`src/radius_to_float_code_top_assert.svh`:
```
// ----------------------------------------------------------------------------
// radius_to_float_code_top_assert.svh
// Assertion macros used by the radius-to-float-code top level.
// ----------------------------------------------------------------------------
`ifndef RADIUS_TO_FLOAT_CODE_TOP_ASSERT_SVH
`define RADIUS_TO_FLOAT_CODE_TOP_ASSERT_SVH

// Whenever ante holds at a clock edge, cons must hold at the same edge.
`define RTFC_ASSERT_IMPLIES(lbl, clk, rst_n, ante, cons, msg) \
  lbl: assert property (@(posedge clk) disable iff (!rst_n) (ante) |-> (cons)) \
    else $error(msg);

// cond must hold at every clock edge outside reset.
`define RTFC_ASSERT_ALWAYS(lbl, clk, rst_n, cond, msg) \
  lbl: assert property (@(posedge clk) disable iff (!rst_n) (cond)) \
    else $error(msg);

`endif

```
`src/rtfc_pkg.sv`:
```
// ----------------------------------------------------------------------------
// rtfc_pkg
// Types and constants shared by the radius-to-float-code pipeline.
// ----------------------------------------------------------------------------
`timescale 1ns / 1ps
`default_nettype none

package rtfc_pkg;

  localparam int unsigned RadiusW  = 15;
  localparam int unsigned ScaleMulW = 13;
  localparam int unsigned ProductW = RadiusW + ScaleMulW;
  localparam int unsigned ScaleShift = 10;
  // scaled value tops out at 219033, which needs 18 bits
  localparam int unsigned ScaledW  = ProductW - ScaleShift;
  localparam int unsigned NormW    = 17;
  localparam int unsigned ShiftW   = 5;
  localparam int unsigned ExpoW    = 4;
  localparam int unsigned MantW    = 8;
  localparam int unsigned CodeW    = 16;

  localparam logic [ScaleMulW-1:0] SCALE_MUL   = 13'd6845;
  localparam logic [NormW-1:0]     ROUND_HALF  = 17'h00080;
  localparam logic [MantW-1:0]     MANT_MAX    = 8'hFF;
  localparam logic [CodeW-1:0]     CODE_ERROR  = 16'h0000;
  localparam logic [ExpoW-1:0]     EXPO_BASE   = 4'd1;

  // word leaving the scaling stage
  typedef struct packed {
    logic [ScaledW-1:0] scaled;
    logic               zero;
  } scale_word_t;

  // word leaving the leading-one stage
  typedef struct packed {
    logic [ScaledW-1:0] scaled;
    logic               shr;     // value too large: halve once
    logic [ShiftW-1:0]  shl;     // left doublings needed
    logic [ExpoW-1:0]   expo;
    logic               zero;
  } lod_word_t;

endpackage

`default_nettype wire

```
`src/radius_to_float_code_top.sv`:
```
// ----------------------------------------------------------------------------
// radius_to_float_code_top
// Converts a 15-bit radius into a 16-bit floating-style code.
//
// Input channel: in_valid_i / in_ready_o carry one radius word on
// radius_in_i. Output channel: out_valid_o / out_ready_i carry one result
// word on float_code_o and zero_error_o. A word moves when valid and ready
// are both high at a rising edge.
// Pipeline: three register stages (scale multiplier, leading-one detector,
// normalize/round). An accepted radius passes through these registers in
// that order, and its result shows on out_valid_o from the last one.
// Throughput: one word per cycle while out_ready_i stays high; each stage
// register hands on as soon as the next one frees up.
// A zero radius gives float_code 0 with zero_error set.
// Reset clears all stage valid bits; the pipeline is empty afterwards.
// When the receiver holds out_ready_i low, the words stay in their stages
// and in_ready_o drops once all three stages are full; nothing is lost.
// ----------------------------------------------------------------------------
`timescale 1ns / 1ps
`default_nettype none

module radius_to_float_code_top (
  input  wire logic                         clk_i,
  input  wire logic                         rst_ni,
  input  wire logic                         in_valid_i,
  output logic                              in_ready_o,
  input  wire logic [rtfc_pkg::RadiusW-1:0] radius_in_i,
  output logic                              out_valid_o,
  input  wire logic                         out_ready_i,
  output logic [rtfc_pkg::CodeW-1:0]        float_code_o,
  output logic                              zero_error_o
);
  import rtfc_pkg::*;

  `include "radius_to_float_code_top_assert.svh"

  logic        s1_valid, s1_ready;
  scale_word_t s1_word;
  logic        s2_valid, s2_ready;
  lod_word_t   s2_word;
  logic        err_word, code_word, code_shape_ok, full_stall;

  // stage 1: scaling
  rtfc_scale u_scale (
    .clk_i    (clk_i),
    .rst_ni   (rst_ni),
    .valid_i  (in_valid_i),
    .ready_o  (in_ready_o),
    .radius_i (radius_in_i),
    .valid_o  (s1_valid),
    .ready_i  (s1_ready),
    .word_o   (s1_word)
  );

  // stage 2: leading-one detection
  rtfc_lod u_lod (
    .clk_i   (clk_i),
    .rst_ni  (rst_ni),
    .valid_i (s1_valid),
    .ready_o (s1_ready),
    .word_i  (s1_word),
    .valid_o (s2_valid),
    .ready_i (s2_ready),
    .word_o  (s2_word)
  );

  // stage 3: normalize, round, pack
  rtfc_norm u_norm (
    .clk_i        (clk_i),
    .rst_ni       (rst_ni),
    .valid_i      (s2_valid),
    .ready_o      (s2_ready),
    .word_i       (s2_word),
    .valid_o      (out_valid_o),
    .ready_i      (out_ready_i),
    .float_code_o (float_code_o),
    .zero_error_o (zero_error_o)
  );

  // output word classes for the checks below
  assign err_word      = out_valid_o && zero_error_o;
  assign code_word     = out_valid_o && !zero_error_o;
  assign code_shape_ok = float_code_o[CodeW-1] && (float_code_o[3:0] == 4'h0);
  assign full_stall    = out_valid_o && !out_ready_i && s1_valid && s2_valid;

  // the error word carries no code
  `RTFC_ASSERT_IMPLIES(a_err_code_zero, clk_i, rst_ni, err_word, float_code_o == CODE_ERROR, "error word")
  // a valid code always has bit 15 set and a clear low nibble
  `RTFC_ASSERT_IMPLIES(a_code_shape, clk_i, rst_ni, code_word, code_shape_ok, "malformed code")
  // input only backs up when every stage is full and the output is stalled
  `RTFC_ASSERT_ALWAYS(a_backpressure, clk_i, rst_ni, in_ready_o || full_stall, "early stall")

endmodule

`default_nettype wire

```
`src/rtfc_scale.sv`:
```
// ----------------------------------------------------------------------------
// rtfc_scale
// Stage 1: scales the radius by 6845/1024 (floor) and flags a zero radius.
// ----------------------------------------------------------------------------
`timescale 1ns / 1ps
`default_nettype none

module rtfc_scale (
  input  wire logic                         clk_i,
  input  wire logic                         rst_ni,
  input  wire logic                         valid_i,
  output logic                              ready_o,
  input  wire logic [rtfc_pkg::RadiusW-1:0] radius_i,
  output logic                              valid_o,
  input  wire logic                         ready_i,
  output rtfc_pkg::scale_word_t             word_o
);
  import rtfc_pkg::*;

  logic                valid_q;
  scale_word_t         word_q, word_d;
  logic [ProductW-1:0] product;

  assign ready_o = !valid_q || ready_i;

  // 15x13 multiply; dropping the low bits divides by 1024
  always_comb begin
    product       = ProductW'(radius_i) * ProductW'(SCALE_MUL);
    word_d.scaled = product[ProductW-1:ScaleShift];
    word_d.zero   = (radius_i == '0);
  end

  always_ff @(posedge clk_i or negedge rst_ni) begin
    if (!rst_ni) begin
      valid_q <= 1'b0;
    end else if (ready_o) begin
      valid_q <= valid_i;
    end
  end

  always_ff @(posedge clk_i) begin
    if (ready_o && valid_i) begin
      word_q <= word_d;
    end
  end

  assign valid_o = valid_q;
  assign word_o  = word_q;

endmodule

`default_nettype wire

```
`src/rtfc_lod.sv`:
```
// ----------------------------------------------------------------------------
// rtfc_lod
// Stage 2: leading-one detection on the scaled value; picks the shift
// direction, the shift amount and the exponent.
// ----------------------------------------------------------------------------
`timescale 1ns / 1ps
`default_nettype none

module rtfc_lod (
  input  wire logic                  clk_i,
  input  wire logic                  rst_ni,
  input  wire logic                  valid_i,
  output logic                       ready_o,
  input  wire rtfc_pkg::scale_word_t word_i,
  output logic                       valid_o,
  input  wire logic                  ready_i,
  output rtfc_pkg::lod_word_t        word_o
);
  import rtfc_pkg::*;

  logic      valid_q;
  lod_word_t word_q, word_d;

  assign ready_o = !valid_q || ready_i;

  // leading one in bits 16..0 gives the left shift; bit 17 means halve once
  always_comb begin
    word_d.scaled = word_i.scaled;
    word_d.zero   = word_i.zero;
    word_d.shr    = word_i.scaled[ScaledW-1];
    word_d.shl    = ShiftW'(NormW - 1);
    for (int i = 0; i < NormW; i++) begin
      if (word_i.scaled[i]) begin
        word_d.shl = ShiftW'(NormW - 1 - i);
      end
    end
    if (word_d.shr) begin
      word_d.shl  = '0;
      word_d.expo = EXPO_BASE - 4'd1;
    end else begin
      word_d.expo = EXPO_BASE + word_d.shl[ExpoW-1:0];
    end
  end

  always_ff @(posedge clk_i or negedge rst_ni) begin
    if (!rst_ni) begin
      valid_q <= 1'b0;
    end else if (ready_o) begin
      valid_q <= valid_i;
    end
  end

  always_ff @(posedge clk_i) begin
    if (ready_o && valid_i) begin
      word_q <= word_d;
    end
  end

  assign valid_o = valid_q;
  assign word_o  = word_q;

endmodule

`default_nettype wire

```
`src/rtfc_norm.sv`:
```
// ----------------------------------------------------------------------------
// rtfc_norm
// Stage 3: normalizes into [65536,131072), rounds the mantissa half up with
// a clamp at 255 and packs the output code.
// ----------------------------------------------------------------------------
`timescale 1ns / 1ps
`default_nettype none

module rtfc_norm (
  input  wire logic                       clk_i,
  input  wire logic                       rst_ni,
  input  wire logic                       valid_i,
  output logic                            ready_o,
  input  wire rtfc_pkg::lod_word_t        word_i,
  output logic                            valid_o,
  input  wire logic                       ready_i,
  output logic [rtfc_pkg::CodeW-1:0]      float_code_o,
  output logic                            zero_error_o
);
  import rtfc_pkg::*;

  logic             valid_q;
  logic [CodeW-1:0] code_q, code_d;
  logic             err_q;
  logic [NormW-1:0] norm;
  logic [NormW-1:0] rsum;
  logic [MantW-1:0] mant;

  assign ready_o = !valid_q || ready_i;

  always_comb begin
    // normalize: halving truncates the low bit
    if (word_i.shr) begin
      norm = word_i.scaled[ScaledW-1:1];
    end else begin
      norm = word_i.scaled[NormW-1:0] << word_i.shl;
    end
    // fraction below the leading one, rounded half up
    rsum = {1'b0, norm[NormW-2:0]} + ROUND_HALF;
    mant = rsum[NormW-1] ? MANT_MAX : rsum[NormW-2:NormW-1-MantW];
    if (word_i.zero) begin
      code_d = CODE_ERROR;
    end else begin
      code_d = {1'b1, word_i.expo[ExpoW-2:0], mant, 4'h0};
    end
  end

  always_ff @(posedge clk_i or negedge rst_ni) begin
    if (!rst_ni) begin
      valid_q <= 1'b0;
    end else if (ready_o) begin
      valid_q <= valid_i;
    end
  end

  always_ff @(posedge clk_i) begin
    if (ready_o && valid_i) begin
      code_q <= code_d;
      err_q  <= word_i.zero;
    end
  end

  assign valid_o      = valid_q;
  assign float_code_o = code_q;
  assign zero_error_o = err_q;

endmodule

`default_nettype wire
```
`config.mk`:
```
export PLATFORM = sky130hd
export DESIGN_NAME = radius_to_float_code_top
export DESIGN_NICKNAME = d
export VERILOG_FILES = /design/src/rtfc_pkg.sv /design/src/radius_to_float_code_top.sv /design/src/rtfc_scale.sv /design/src/rtfc_lod.sv /design/src/rtfc_norm.sv
export VERILOG_INCLUDE_DIRS = /design/src /design/src/src
export SDC_FILE = /design/constraint.sdc
export NUM_CORES = 1
export LEC_CHECK = 0
export BUFFER_PORTS_ARGS = -buffer_cell sky130_fd_sc_hd__buf_2
export CAP_MARGIN = 10
export CORE_MARGIN = 5
export CORE_UTILIZATION = 28
export CTS_CLUSTER_DIAMETER = 100
export DETAILED_ROUTE_END_ITERATION = 8
export GPL_TIMING_DRIVEN = 0
export PLACE_DENSITY = 0.48
export SLEW_MARGIN = 30
export SYNTH_ARGS = -nofsm -noshare
export SYNTH_HDL_FRONTEND = slang
export SYNTH_HIERARCHICAL = 1
export SYNTH_SLANG_ARGS = --single-unit
```
`constraint.sdc`:
```
create_clock -name clk_i -period 2.95 [get_ports clk_i]
set_clock_uncertainty 0.1 [all_clocks]
set_input_delay 0.59 -clock clk_i [delete_from_list [all_inputs] [get_ports clk_i]]
set_output_delay 0.59 -clock clk_i [all_outputs]
set_load 0.1 [all_outputs]
```
==> run summary, run 1 <==
I/O pins -> 38
# rows -> 59
Final Cycle Share -> 1.55
CP Class -> in2reg
worst slew pin tran -> 820 ps
chip height -> 173 um
share of layout cells above drive strength 1 -> 0.328
TritonCTS clock tree -> yes
WL met3 -> 456 um
Port Buffers -> 33
RSZ-0062 raised after global routing -> true
GRT Util Overall -> 0.115
ANT cells -> 0
TritonRoute pass-1 iters -> 4
post-layout min period -> 4570 ps
DR iter-0 viols -> 222
P&R area growth vs syn -> 31.2%
top layer in use -> met4
met2 WL -> 8950 um
pin count of the biggest net entering global routing -> 28
# setup viols final -> 18
Worst Path Arrival -> 4540 ps
Crit path required time -> 2920 ps
Hold Crit Class -> reg2reg
gate count of the mapped netlist -> 703
syn avg cell area -> 10.6 um2
number of fill cells -> 2548
CTS sink count -> 62
Max H-tree Level -> 3
Yosys warning total -> 6
HP Start -> u_scale/word_o[0]
Worst Setup SP -> radius_in_i[9]
initial antenna violation count -> 0
drt wl/cell -> 15.1 um
failing checks -> negative setup slack
crit path max fanout -> 5
r2r startpoint -> u_lod/word_o[6]
Core Area -> 0.0262 mm2
Die Wd -> 173 um
pre-CTS setup slack -> -2360 ps
relative slew slack -> 0.453
final net count -> 999
die area -> 0.0301 mm2
post-route setup slack -> -1620 ps
clock root cell -> clkbuf_16
Avg Vias per Cell -> 4.60
final hold vios -> 0
WL met1 -> 7600 um
post-detail-place hpwl -> 14100 um
setup_tns -> -26810 ps
first-pass GRT wire length -> 28800 um
Worst-path clk slew -> 60 ps
WL final -> 17300 um
fmax -> 219 MHz
max cap viols -> 0
Final Wtd Congestion -> 0.867
remaining antenna violation count after routing -> 0
fin. max-slew vios -> 0
CTS Buf Count -> 9
maximum buffer depth of the clock tree -> 2
crit end category -> flip-flop
most frequent cells in the layout -> inv_1 (118), fa_1 (68), ha_1 (64)
Worst-Skew Late Latency -> 330 ps
hold slack -> 320 ps
global route total overflow -> 0
vias in the first global route -> 5623
Post-Syn Area -> 0.00748 mm2
Finished Core Util -> 0.375
Initial Util -> 0.285
crit path launch type -> input pin
DRC -> 0
via count -> 5255
outcome -> finished with violations
most common cell after layout, fill and taps aside -> inv_1
registers in the layout, indices dropped and copies added (netlist names):
name,flops
u_norm/zero_error_o,1
u_norm/valid_o,1
u_lod/valid_o,1
u_norm/float_code_o,12
u_lod/word_o,27
u_scale/valid_o,1
u_scale/word_o,19
metrics by stage:
stage               cells  cell area, um2
floorplan             706            7740
global placement     1074            8320
detailed placement   1074            8330
CTS                  1117            9290
global route         1142            9820
finish               1142            9820
worst max-delay path: stages:
cell and delay [ps]:
buf_12 110, inv_12 30, ha_4 270, inv_4 30
fa_1 470, inv_1 50, fa_1 490, fa_1 500
inv_1 40, fa_1 490, inv_2 50, ha_4 230
a21o_1 200, a21oi_4 210, buf_6 130, o221a_4 200
o311ai_4 110, a31oi_1 220, xnor2_1 100
area by class of cell:
class                      count  area, um2  area share
clock inverter                 6       70.1     0.00714
sequential                    62       1850       0.188
tap                          335        419      0.0427
inverter                     148        611      0.0622
buffer                        14        115      0.0117
clock buffer                  10        229      0.0233
timing repair buffer          86        741      0.0755
multi-input combinational    481       5790       0.589
layer usage:
layer / track usage / vias up
li1: - / 2600
met4: 0.0296 / 0
met1: 0.146 / 2540
met3: 0.0157 / 19
met2: 0.208 / 96
met5: 0 / -
worst paths after layout:
kind,to,slack (ps),cells past startpoint
max,u_scale/word_o[17],-1620,19
min,u_lod/word_o[0],320,0
max reg2reg,u_norm/float_code_o[11],80,10
min reg2reg,u_lod/word_o[0],320,0
max in group asynchronous,u_lod/valid_o,2160,2
min in group asynchronous,u_scale/valid_o,480,2
repair_timing:
item	in CTS	in global routing
setup endpoints to repair	19	22
pin swaps	51	84
setup buffers	26	26
hold buffers	1	0
resized for setup	93	77
hold endpoints to repair	3	0
Power of run 1 is not shown: default switching activity piles up to over one toggle a cycle in this logic, so the estimate is an artifact.
==> inputs of run 2 (changes only) <==
BUFFER_PORTS_ARGS = not set   (was -buffer_cell sky130_fd_sc_hd__buf_2)
CORE_ASPECT_RATIO = 1.25   (was not set)
DONT_BUFFER_PORTS = 1   (was not set)
PLACE_DENSITY = 0.47   (was 0.48)
==> run summary, run 2 (synthesis gave the netlist of run 1 again) <==
met3 usage -> 0.0128
Crit path required time -> 2920 ps
crit end category -> flip-flop
Finished Core Util -> 0.357
post-route setup slack -> -1550 ps
# rows -> 67
fin. max-slew vios -> 0
Worst-Skew Late Latency -> 330 ps
Cells after DPL -> 1051
Avg Vias per Cell -> 4.58
maximum buffer depth of the clock tree -> 2
DR iter-0 viols -> 141
RSZ-0062 raised after global routing -> true
initial antenna violation count -> 0
relative slew slack -> 0.394
post-layout min period -> 4500 ps
cell repeated most along the worst path -> fa_1
largest stage delay on the critical path -> 540 ps
critical path depth -> 17
via count -> 5129
clock root cell -> clkbuf_16
DRC -> 0
CTS Buf Count -> 9
final net count -> 967
die area -> 0.0301 mm2
Worst Reg2Reg Path Length in Cells -> 11
TritonCTS clock tree -> yes
hold slack -> 267 ps
max cap viols -> 0
first-pass GRT wire length -> 29300 um
crit path launch type -> input pin
Initial Util -> 0.282
Non-Filler Instances -> 1120
pre-CTS setup slack -> -2200 ps
final hold vios -> 0
crit path max fanout -> 5
ANT cells -> 0
TritonRoute pass-1 iters -> 4
I/O pins -> 38
Hold Path Stages -> 1
failing checks -> negative setup slack
Die Wd -> 156 um
chip height -> 193 um
Hold Crit Class -> in2reg
# setup viols final -> 18
Buf/Inv on CP -> 5
vias in the first global route -> 5540
remaining antenna violation count after routing -> 0
Core Area -> 0.0266 mm2
CP max-delay cell -> fa_1
GR Layer Usage met2 -> 0.244
Max H-tree Level -> 3
CTS sink count -> 62
Worst-path clk slew -> 60 ps
P&R area growth vs syn -> 26.9%
Largest register FFs -> 27
GRT Util Overall -> 0.124
Cell Chain, Critical Path -> ha_4 -> inv_4 -> fa_1 -> inv_2 -> fa_1 -> fa_1 -> inv_2 -> fa_1 -> inv_2 -> ha_4 -> buf_6 -> a21oi_4 -> o21bai_4 -> a2111oi_4 -> nor2_1 -> a311oi_2 -> xnor2_1
most frequent cells in the layout -> inv_1 (113), ha_1 (70), fa_1 (69)
share of layout cells above drive strength 1 -> 0.301
outcome -> finished with violations
fmax -> 222 MHz
worst slew pin tran -> 911 ps
most common cell after layout, fill and taps aside -> inv_1
pin count of the biggest net entering global routing -> 28
busiest metal layer after global routing -> met2
Worst Path Arrival -> 4480 ps
Final Wtd Congestion -> 0.860
met1 Track Usage GR -> 0.137
drt wl/cell -> 16.0 um
Final Cycle Share -> 1.53
CP Class -> in2reg
cell family with most CP delay -> adder cells
global route total overflow -> 0
Port Buffers -> 0
WL final -> 18000 um
post-detail-place hpwl -> 15000 um
run 2: cell count changes in the layout (fill, tap and decap cells not counted), moves of 3 or more:
cell | before | now
buf_12 | 7 | 0
ha_1 | 64 | 70
inv_1 | 118 | 113
clkinvlp_4 | 5 | 8
inv_4 | 6 | 3
buf_2 | 23 | 1
inv_2 | 18 | 22
ha_4 | 32 | 25
run 2: final timing paths:
path | startpoint | endpoint | slack (ps)
min reg2reg | u_scale/word_o[1] | u_lod/word_o[11] | 310
min | in_valid_i | u_scale/valid_o | 270
max in group asynchronous | rst_ni | u_scale/valid_o | 2190
max | radius_in_i[12] | u_scale/word_o[18] | -1550
min in group asynchronous | rst_ni | u_norm/valid_o | 410
max reg2reg | u_lod/word_o[6] | u_norm/float_code_o[9] | 80
run 2: routing by layer:
| layer | vias to the layer above | wire length [um] |
|---|---|---|
| met2 | 80 | 10100 |
| met5 | - | 0 |
| li1 | 2532 | - |
| met1 | 2482 | 7000 |
| met4 | 0 | 536 |
| met3 | 35 | 325 |
run 2: through the flow:
stage	TNS, ps	cell area [um2]
2_1_floorplan	-27290	7740
3_5_place_dp	-33080	8170
4_1_cts	-24380	9100
3_3_place_gp	-33210	8170
5_1_grt	-26370	9500
6_report	-24220	9500
run 2: repair_timing:
action,in CTS,in global routing
buffers inserted,37,17
endpoints found under the hold margin,3,0
endpoints found under the setup margin,39,21
gates cloned,0,0
gates resized for setup,77,67
pin swaps,53,71
hold buffers,1,0
run 2: area by class of cell:
type / count / area, um2
buffer: 15 / 123
clock inverter: 7 / 50.0
inverter: 148 / 631
timing repair buffer: 53 / 457
multi-input combinational: 481 / 5730
fill: 2620 / 17100
tap: 345 / 432
clock buffer: 9 / 225
sequential: 62 / 1850
Power of run 2 is left out for the same reason.
==> inputs of run 3 (changes only) <==
PLACE_DENSITY = 0.43   (was 0.47)
==> run summary, run 3 (synthesis gave the netlist of run 1 again) <==
clock root cell -> clkbuf_16
crit end category -> flip-flop
I/O pins -> 38
via count -> 5218
GRT Util Overall -> 0.131
largest stage delay on the critical path -> 520 ps
chip height -> 193 um
Worst-path clk slew -> 50 ps
worst slew pin tran -> 906 ps
outcome -> finished with violations
Final Wtd Congestion -> 0.863
Port Buffers -> 0
Cells after DPL -> 1051
TritonCTS clock tree -> yes
CTS sink count -> 62
WL final -> 19300 um
relative slew slack -> 0.397
crit path launch type -> input pin
remaining antenna violation count after routing -> 0
Worst Path Arrival -> 4410 ps
# setup viols final -> 18
Worst-Skew Late Latency -> 330 ps
pin count of the biggest net entering global routing -> 28
drt wl/cell -> 17.3 um
ANT cells -> 0
fin. max-slew vios -> 0
failing checks -> negative setup slack
Non-Filler Instances -> 1112
final net count -> 959
Max H-tree Level -> 3
final hold vios -> 0
Die Wd -> 156 um
Crit path required time -> 2930 ps
CP Class -> in2reg
maximum buffer depth of the clock tree -> 2
CP max-delay cell -> fa_1
Finished Core Util -> 0.360
cell repeated most along the worst path -> fa_1
max cap viols -> 0
worst reg2reg endpoint -> u_norm/float_code_o[11]
post-detail-place hpwl -> 16000 um
Core Area -> 0.0266 mm2
FF-to-FF setup slack -> 20 ps
initial antenna violation count -> 0
RSZ-0062 raised after global routing -> true
global route total overflow -> 0
worst setup path end -> u_scale/word_o[15]
Worst Setup SP -> radius_in_i[9]
Cell Chain, Critical Path -> inv_16 -> ha_4 -> inv_4 -> fa_1 -> inv_1 -> fa_1 -> fa_1 -> inv_2 -> fa_1 -> inv_2 -> ha_4 -> a21o_1 -> a21oi_4 -> o311ai_4 -> a2111oi_4 -> o31ai_1 -> o211a_1
Hold Crit Class -> in2reg
post-route setup slack -> -1480 ps
most common cell after layout, fill and taps aside -> inv_1
crit path max fanout -> 5
r2r startpoint -> u_lod/word_o[6]
# rows -> 67
Largest register FFs -> 27
fmax -> 226 MHz
Avg Vias per Cell -> 4.69
Final Cycle Share -> 1.50
DRC -> 0
die area -> 0.0301 mm2
TritonRoute pass-1 iters -> 4
most frequent cells in the layout -> inv_1 (116), ha_1 (68), fa_1 (68)
Worst Reg2Reg Path Length in Cells -> 12
Initial Util -> 0.282
P&R area growth vs syn -> 27.7%
first-pass GRT wire length -> 30700 um
post-layout min period -> 4430 ps
pre-CTS setup slack -> -2220 ps
vias in the first global route -> 5759
share of layout cells above drive strength 1 -> 0.296
DR iter-0 viols -> 193
CTS Buf Count -> 9
-- run 3: area by class of cell --
cell class	count	area (um2)
plain buffers	13	104
clock buffers	10	229
clock inverters	6	85.1
fillers	2592	17000
inverters	148	624
multi-input cells	481	5810
flip-flops and latches	62	1850
well taps	345	432
repair buffers	47	424
-- run 3: worst min path at each step --
stage | start | endpoint | slack [ps] | cells past startpoint
final | in_valid_i | u_scale/valid_o | 280 | 1
after global placement | rst_ni | u_scale/valid_o | 190 | 0
after detailed placement | rst_ni | u_norm/valid_o | 190 | 0
after global routing | in_valid_i | u_scale/valid_o | 270 | 1
after CTS | in_valid_i | u_scale/valid_o | 270 | 1
after floorplan | rst_ni | u_lod/valid_o | 190 | 0
-- run 3: what timing repair did --
action | 4_1_cts | 5_1_grt
gates cloned | 0 | 0
gates resized for setup | 86 | 66
hold endpoints to repair | 3 | 0
hold buffers | 1 | 0
pin swaps | 58 | 63
setup endpoints to repair | 42 | 24
setup buffers | 36 | 11
-- run 3: layer usage --
layer	vias to the layer above	global-route usage	share of wire
met4	0	0.0581	0.035
met2	97	0.261	0.58
met1	2566	0.134	0.36
met5	-	0	0
met3	35	0.0170	0.023
li1	2520	-	-
-- run 3: worst max-delay path: cells and delay by family --
kind	cells	cell delay [ps]
AO/OA/AOI/OAI	6	1180
adder cells (fa/ha/maj)	6	2450
buffers and inverters	5	190
-- run 3: metrics by stage --
stage	hold WS (ps)	cell area (um2)	setup TNS (ps)
after detailed placement	194	8170	-34420
after CTS	269	9220	-24230
after global placement	194	8170	-35150
after global routing	274	9560	-26050
final	278	9560	-24470
after floorplan	194	7740	-27290
Power of run 3 is left out for the same reason.
